===== config.mk =====
export PLATFORM = sky130hd
export DESIGN_NAME = ypvm_back_flat
export DESIGN_NICKNAME = d
export VERILOG_FILES = /design/src/hw/rtl/ypvm_pkg.sv /design/src/hw/rtl/ypvm_row_if.sv /design/src/hw/rtl/ypvm_back.sv /design/src/flat_wrapper.sv
export SDC_FILE = /design/constraint.sdc
export NUM_CORES = 2
export LEC_CHECK = 0
export BUFFER_PORTS_ARGS = -buffer_cell sky130_fd_sc_hd__clkbuf_2
export CORE_MARGIN = 2
export CORE_UTILIZATION = 70
export CTS_BUF_LIST = sky130_fd_sc_hd__clkbuf_4 sky130_fd_sc_hd__clkbuf_8
export CTS_CLUSTER_DIAMETER = 50
export CTS_CLUSTER_SIZE = 24
export DETAILED_ROUTE_END_ITERATION = 12
export HOLD_SLACK_MARGIN = 0.03
export PLACE_DENSITY = 0.89
export SETUP_SLACK_MARGIN = 0.4
export SLEW_MARGIN = 15
export SYNTH_ARGS = -nofsm -noshare
export SYNTH_HDL_FRONTEND = slang
export SYNTH_SLANG_ARGS = --single-unit

===== constraint.sdc =====
create_clock -name clk -period 19 [get_ports clk]
set_input_delay 2.85 -clock clk [delete_from_list [all_inputs] [get_ports clk]]
set_output_delay 2.85 -clock clk [all_outputs]
set_load 0.01 [all_outputs]

===== src/hw/rtl/ypvm_pkg.sv =====
package ypvm_pkg;

  localparam int COEF_FRACTION_BITS  = 14;
  localparam int ROTATION_ITERATIONS = 16;

  // angles in 1/128 degree
  localparam int DEG_360 = 46080;
  localparam int DEG_180 = 23040;
  localparam int DEG_90  = 11520;

  localparam logic signed [33:0] CORDIC_GAIN_Q30 = 34'sd652032874;
  localparam logic [31:0]        RAD_TO_DEG_Q22  = 32'd240315917;

  // row codes
  localparam logic [1:0] ROW_RIGHT = 2'd0;
  localparam logic [1:0] ROW_UP    = 2'd1;
  localparam logic [1:0] ROW_FWD   = 2'd2;

  typedef struct packed {
    logic signed [17:0] ang;
    logic               flip;
  } fold_t;

  // one camera with its finished coefficients, [row][axis]
  typedef struct packed {
    logic [2:0][2:0][15:0] coef;
    logic [2:0][31:0]      pos;
    logic                  degen;
  } entry_t;

  // atan(2^-i) in degrees * 2^22
  function automatic logic signed [31:0] atan_step(input int i);
    logic [31:0] v;
    case (i)
      0: v = 32'd188743680;
      1: v = 32'd111421900;
      2: v = 32'd58872272;
      3: v = 32'd29884485;
      4: v = 32'd15000234;
      5: v = 32'd7507429;
      6: v = 32'd3754631;
      7: v = 32'd1877430;
      default: v = RAD_TO_DEG_Q22 >> i;
    endcase
    return signed'(v);
  endfunction

endpackage


===== src/hw/rtl/ypvm_row_if.sv =====
interface ypvm_row_if;
  logic               valid;
  logic               ready;
  logic [1:0]         row_index;
  logic signed [15:0] coef_x;
  logic signed [15:0] coef_y;
  logic signed [15:0] coef_z;
  logic signed [31:0] translation;
  logic               last_row;
  logic               degenerate;

  modport source (output valid, row_index, coef_x, coef_y, coef_z, translation,
                  last_row, degenerate, input ready);
  modport sink (input valid, row_index, coef_x, coef_y, coef_z, translation,
                last_row, degenerate, output ready);
endinterface


===== src/hw/rtl/ypvm_back.sv =====
module ypvm_back #(
  parameter int COEF_FRACTION_BITS = ypvm_pkg::COEF_FRACTION_BITS
) (
  input  logic             clk,
  input  logic             rst,
  input  logic             head_valid,
  input  ypvm_pkg::entry_t head,
  output logic             pop,
  ypvm_row_if.source       row
);
  import ypvm_pkg::*;

  localparam logic signed [50:0] RND = 51'sd1 <<< (COEF_FRACTION_BITS - 1);

  logic [1:0]         row_cnt;
  logic               p_valid, p_degen;
  logic [1:0]         p_row;
  logic [2:0][15:0]   p_coef;
  logic signed [47:0] p_prod [0:2];
  logic               o_load, p_load;

  assign o_load = p_valid && (!row.valid || row.ready);
  assign p_load = head_valid && (!p_valid || o_load);
  assign pop    = p_load && (row_cnt == ROW_FWD);

  // row sequencing and coefficient-by-position products
  always_ff @(posedge clk) begin
    if (rst) begin
      row_cnt <= ROW_RIGHT;
      p_valid <= 1'b0;
    end else begin
      if (p_load) row_cnt <= (row_cnt == ROW_FWD) ? ROW_RIGHT : row_cnt + 2'd1;
      if (p_load) p_valid <= 1'b1;
      else if (o_load) p_valid <= 1'b0;
    end
    if (p_load) begin
      p_row   <= row_cnt;
      p_degen <= head.degen;
      p_coef  <= head.coef[row_cnt];
      for (int k = 0; k < 3; k++) begin
        p_prod[k] <= signed'(head.coef[row_cnt][k]) * signed'(head.pos[k]);
      end
    end
  end

  // translation: negate, round half up, saturate
  logic signed [50:0] acc, rnd;
  logic signed [31:0] tr;
  always_comb begin
    acc = -(51'(p_prod[0]) + 51'(p_prod[1]) + 51'(p_prod[2]));
    rnd = (acc + RND) >>> COEF_FRACTION_BITS;
    if (rnd > 51'sd2147483647) tr = 32'sh7fffffff;
    else if (rnd < -51'sd2147483648) tr = 32'sh80000000;
    else tr = rnd[31:0];
  end

  // output register
  always_ff @(posedge clk) begin
    if (rst) row.valid <= 1'b0;
    else if (o_load) row.valid <= 1'b1;
    else if (row.ready) row.valid <= 1'b0;
    if (o_load) begin
      row.row_index   <= p_row;
      row.coef_x      <= p_coef[0];
      row.coef_y      <= p_coef[1];
      row.coef_z      <= p_coef[2];
      row.translation <= tr;
      row.last_row    <= (p_row == ROW_FWD);
      row.degenerate  <= p_degen;
    end
  end
endmodule


===== src/flat_wrapper.sv =====
// flat-port wrapper written by rule: the top's interface ports become plain ports
module ypvm_back_flat import ypvm_pkg::*;
#(
  parameter int COEF_FRACTION_BITS = ypvm_pkg::COEF_FRACTION_BITS
)
  (clk, rst, head_valid, head, pop, row_valid, row_row_index, row_coef_x, row_coef_y, row_coef_z, row_translation, row_last_row, row_degenerate, row_ready);
  ypvm_row_if row_i ();
  input  logic clk;
  input  logic rst;
  input  logic head_valid;
  input  ypvm_pkg::entry_t head;
  output logic pop;
  output wire logic [$bits(row_i.valid)-1:0] row_valid;
  output wire logic [$bits(row_i.row_index)-1:0] row_row_index;
  output wire logic [$bits(row_i.coef_x)-1:0] row_coef_x;
  output wire logic [$bits(row_i.coef_y)-1:0] row_coef_y;
  output wire logic [$bits(row_i.coef_z)-1:0] row_coef_z;
  output wire logic [$bits(row_i.translation)-1:0] row_translation;
  output wire logic [$bits(row_i.last_row)-1:0] row_last_row;
  output wire logic [$bits(row_i.degenerate)-1:0] row_degenerate;
  input wire logic [$bits(row_i.ready)-1:0] row_ready;
  assign row_valid = row_i.valid;
  assign row_row_index = row_i.row_index;
  assign row_coef_x = row_i.coef_x;
  assign row_coef_y = row_i.coef_y;
  assign row_coef_z = row_i.coef_z;
  assign row_translation = row_i.translation;
  assign row_last_row = row_i.last_row;
  assign row_degenerate = row_i.degenerate;
  assign row_i.ready = row_ready;
  ypvm_back #(.COEF_FRACTION_BITS(COEF_FRACTION_BITS)) u_core (.clk(clk), .rst(rst), .head_valid(head_valid), .head(head), .pop(pop), .row(row_i));
endmodule

# --- Word-level counts from Yosys, hierarchy flattened ---
# Memory sizes are Yosys's and may differ from the RTL's.
# Index checks and enable logic that the tools add are counted.
word_totals:
  in_bits: 245
  ramBits: 144
  ff_bits: 139
  memories: 1
  wordCells: 48
mem_list:
  columns: ["name", "words", "width", "rd", "rd_ports_with_merged_regs", "wr", "line_no", "text"]
  rows:
  - ["u_core.p_prod", 3, 48, 3, 0, 3, "ypvm_back.sv:19", "logic signed [47:0] p_prod [0:2];"]
classes:
  eq_ne: 2
  multipliers: 3
  n_lt_le_gt_ge: 3
  n_addsub: 5
  mux: 10
  reduce_logical: 9
ops:
  columns: ["cell", "count"]
  rows:
  - ["multiplier 16 x 32 -> 48 bit", 3]
  - ["binary-select mux 48 bit (select 2 bit)", 1]
  - ["adder 51 x 15 -> 51 bit (second input constant)", 1]
  - ["negation 51 bit", 1]
  - ["adder 49 x 48 -> 50 bit", 1]
  - ["adder 48 x 48 -> 49 bit", 1]
  - ["two-way mux 48 bit", 1]
  - ["greater-than comparator 37 x 32 -> 1 bit (second input constant)", 1]
  - ["< comparator 37 x 32 -> 1 bit (second input constant)", 1]
  - ["two-way mux 32 bit", 1]
  - ["two-way mux 1 bit", 6]
  - ["equality test 2 bit (second input constant)", 2]
  - ["nonzero test 2 bit", 2]
  - ["logical AND 1 bit", 3]
  - ["< comparator 2 x 3 -> 1 bit (second input constant)", 1]
  - ["adder 2 x 1 -> 2 bit (second input constant)", 1]
  - ["zero test 1 bit", 2]
  - ["logical OR 1 bit", 2]
  - ["two-way mux 2 bit", 1]

# --- Logic depth before layout (Yosys ltp) ---
depth:
  ltp_word: 7
  ltp_mapped: 34
  ltp_nobuf: 30

# --- Worst setup path before layout ---
# OpenSTA, ideal clock, no wires.
synth_timing:
  kind: "input to register"
  startpoint: "in head[152] (netlist bit)"
  endpoint: "mem u_core.p_prod[0][44] (data pin)"
  setup_ns: 0.266
  path_buffers: 2
  t_arrival_ns: 9.756
  path_stages: 30
  slack_ns: 8.978
  path_cell_list: "mux2i_1 > o21ai_1 > clkbuf_1 > nand2_1 > fa_1 > inv_1 > fa_1 > inv_1 > fa_1 > inv_1 > fa_1 > fa_1 > inv_1 > fa_1 > inv_1 > ha_1 > clkbuf_1 > a2111oi_0 > o21ai_0 > o21a_1 > a21bo_2 > a31o_2 > nand2_1 > a311oi_1 > o31a_1 > a221o_1 > a21oi_1 > nor3_1 > o41ai_1 > xnor2_1"
synth_rtl:
  columns: ["element", "line_no", "text"]
  rows:
  - ["start, declared", "flat_wrapper.sv:11", "input ypvm_pkg::entry_t head;"]
  - ["end, declared", "ypvm_back.sv:19", null]

==> results.py <==
metrics = {
    "synthesis": {
        "synth_top_area_share_pct": 45.2,
        "synth_flop_cell": "edfxtp_1",
        "yosys_warnings": 0,
        "synth_top_family_by_area": "adder cells",
        "synthArstFlopShare_pct": 0,
        "netlist_area_um2": 66700,
        "synthTopCellsByCount": "1684 x inv_1, 1507 x fa_1, 967 x nand2_1, 620 x and2_1, 390 x ha_1",
        "synth_xor_xnor_area_share_pct": 2.69,
        "synth-edff-count": 279,
        "ys_seq_elements": 283,
        "synth-compound-area-share_pct": 5.86,
        "synthCells": 7018,
        "avgSynthCellArea_um2": 9.51,
        "yosysTopAreaCell": "fa_1",
        "synth_area_leaders": "fa_1 45%, edfxtp_1 13%, inv_1 9.5%, ha_1 7.3%, and2_1 5.8%",
        "seq_area_frac_synth_pct": 12.7,
        "synthAdderAreaFrac_pct": 52.5,
        "synth.mux.area_fraction_pct": 0.833,
        "yosys.area_share.simple_pct": 14.3,
        "post-synth-top-count-cell": "inv_1",
        "syn_nets": 9160,
        "ys_types": 75,
    },
    "route": {
        "post_drt_wl_per_cell_um": 20.9,
        "drt_first_iter_violations": 4973,
        "vias": 50200,
        "remaining_drc_errors": 0,
        "wl_mm": 177,
        "avgViaCountPerCell": 5.94,
        "ant_nets": 0,
        "drt_first_pass_iters": 7,
    },
    "grt": {
        "antenna_found_initial": 12,
        "grt_start_max_net_pins": 88,
        "grt_pass1_wl_mm": 286,
        "grt_pass1_vias": 55900,
        "grt.total_usage_pct": 37.5,
        "grt_overflow": 0,
    },
    "setup_path": {
        "crit_fanout": 32,
        "worstSetupPathType": "input pin to register",
        "r2r_cells": 29,
        "r2r_slack_ns": 9.03,
        "arrival_ns": 10.83,
        "cp-start-kind": "input pin",
        "endpoint_kind": "register",
        "cp.required_ns": 19.42,
    },
    "cts": {
        "cts_buffers": 39,
        "cts_tree": "built",
        "cts.htree.levels": 2,
        "clock_latency_ns": 0.77,
        "cts_setup_buffers": 0,
        "cts.repair.resized": 0,
        "ctsRootBufferMaster": "clkbuf_8",
        "path_clk_slew_ns": 0.11,
        "hold_buffers": 0,
        "clockBufferDepth": 3,
        "clkSinkCount": 283,
    },
    "die": {
        "num_rows": 113,
        "die_y_um": 313,
        "die_area_um2": 97800,
        "start_util_pct": 70.4,
        "ios": 331,
        "core-area_um2": 94700,
        "die_w_um": 313,
    },
    "cells_and_area": {
        "drive_gt1_share_pct": 7.81,
        "syn_to_final_growth_pct": 5.61,
        "fin_nets": 9297,
    },
    "timing": {
        "hold_violations": 0,
        "slew_viol_final": 0,
        "setup_viol": 0,
        "fmax_mhz": 96.0,
        "fin_ws_ns": 8.59,
        "grt_setup_unrepaired": "no",
        "period_minus_slack_ns": 10.41,
        "holdWs_ns": 0.402,
        "final.period_utilization_pct": 54.8,
        "worst_pin_slew_ns": 1.27,
        "max_slew_margin_pct": 15.6,
        "fin_skew_ns": 0.110,
        "tns_ns": 0,
    },
    "min_path": {
        "min-delay-path-class": "register to register",
        "holdPathStages": 0,
    },
    "place": {
        "port_buffers": 330,
        "place.gp.congestion": 0.959,
        "post-dp-hpwl_mm": 138,
        "place_ws_ns": 8.04,
    },
    "status": {
        "outcome": "finished clean",
    },
    "flow_run": {
        "max_cap_viol_count": 0,
    },
}
## final timing paths
check                                       start                   end
worst max register to register  u_core.row_cnt[1]  u_core.p_prod[0][44]
worst min-delay path            u_core.p_coef[22]  u_core.row.coef_y[6]
worst min register to register  u_core.p_coef[22]  u_core.row.coef_y[6]
worst max-delay path                    head[100]  u_core.p_prod[0][44]
## area by class of cell
class / instances / area, µm²
fill: 6167 / 24300
multi-input combinational: 4765 / 51100
clock inverter: 32 / 373
inverter: 1684 / 6330
antenna: 3 / 7.51
tap: 1265 / 1580
sequential: 283 / 8470
timing repair buffer: 382 / 2040
clock buffer: 40 / 551
## kinds of logic (layout without fill, tap and decap cells)
logic type,Yosys count,count (layout)
adders and majority gates,1897,1897
other,0,3
muxes,55,55
and+or+nand+nor,2000,2000
xor gates and xnor gates,205,205
AOI/OAI and AO/OA,608,608
DFF,283,283
buffers and inverters,1970,2138
## cells in the final DEF (no fill, tap or decap), drive strengths merged, types with 6 or more instances in the layout
master / synthesis / routed
nand2: 968 / 968
a31o: 6 / 6
a31oi: 15 / 15
nand3: 40 / 40
and3: 15 / 15
o21bai: 21 / 21
o211ai: 7 / 7
mux2i: 51 / 51
or2: 27 / 27
nand4: 18 / 18
clkinv: 0 / 13
nand2b: 22 / 22
inv: 1684 / 1700
and2: 621 / 621
xnor2: 145 / 145
nor2b: 18 / 18
o31a: 8 / 8
a21o: 96 / 96
clkbuf: 283 / 370
o31ai: 18 / 18
a211oi: 17 / 17
nor3: 32 / 32
ha: 390 / 390
nor2: 201 / 201
edfxtp: 279 / 279
nor4: 7 / 7
o21a: 35 / 35
fa: 1507 / 1507
buf: 3 / 52
or3: 14 / 14
xor2: 60 / 60
o21ai: 163 / 163
a21oi: 158 / 158
## registers in the layout (all words and copies together), names as in the netlist
signal / flops
u_core.p_coef: 48
u_core.row.coef_x: 16
u_core.row.row_index: 2
u_core.row.last_row: 1
u_core.row.coef_y: 16
u_core.row.valid: 1
u_core.row.degenerate: 1
u_core.row_cnt: 2
u_core.p_prod: 144
u_core.p_row: 2
u_core.row.coef_z: 16
u_core.row.translation: 32
u_core.p_valid: 1
u_core.p_degen: 1
## worst max-delay path: stages
cell	delay [ns]
clkbuf_2	0.13
mux2i_1	0.10
o21ai_2	0.17
buf_4	0.40
nand2_1	0.13
fa_1	0.49
fa_1	0.53
fa_1	0.52
inv_1	0.06
fa_1	0.46
fa_1	0.53
inv_1	0.05
fa_1	0.48
inv_1	0.05
ha_1	0.37
a2111oi_0	0.55
o21ai_0	0.19
o21a_1	0.17
a21bo_2	0.22
a31o_2	0.24
nand2_1	0.12
a311oi_1	0.15
o31a_1	0.39
a221o_1	0.35
a21oi_1	0.44
nor3_1	0.16
o41ai_1	0.40
xnor2_1	0.10
## layer usage
| layer | global-route usage, % | up-vias | share of wire [%] | wire length [µm] |
|---|---|---|---|---|
| li1 | - | 21200 | - | - |
| met1 | 44.9 | 24900 | 33 | 59100 |
| met2 | 61.3 | 3161 | 48 | 84000 |
| met3 | 8.91 | 992 | 11 | 19600 |
| met4 | 24.2 | 12 | 7.9 | 13900 |
| met5 | 0 | - | 0.050 | 89 |
## per-stage QoR
step                instance area, µm²  util [%]  cells
floorplan                        66700         -   7018
global placement                 69500      73.4   8379
detailed placement               69500      73.4   8379
CTS                              70500      74.4   8451
global route                     70500      74.4   8454
finish                           70500      74.4   8454
Power is left out: the tool's default activity adds up to more than one toggle a clock period on the data nets, which glitch-free logic cannot reach.
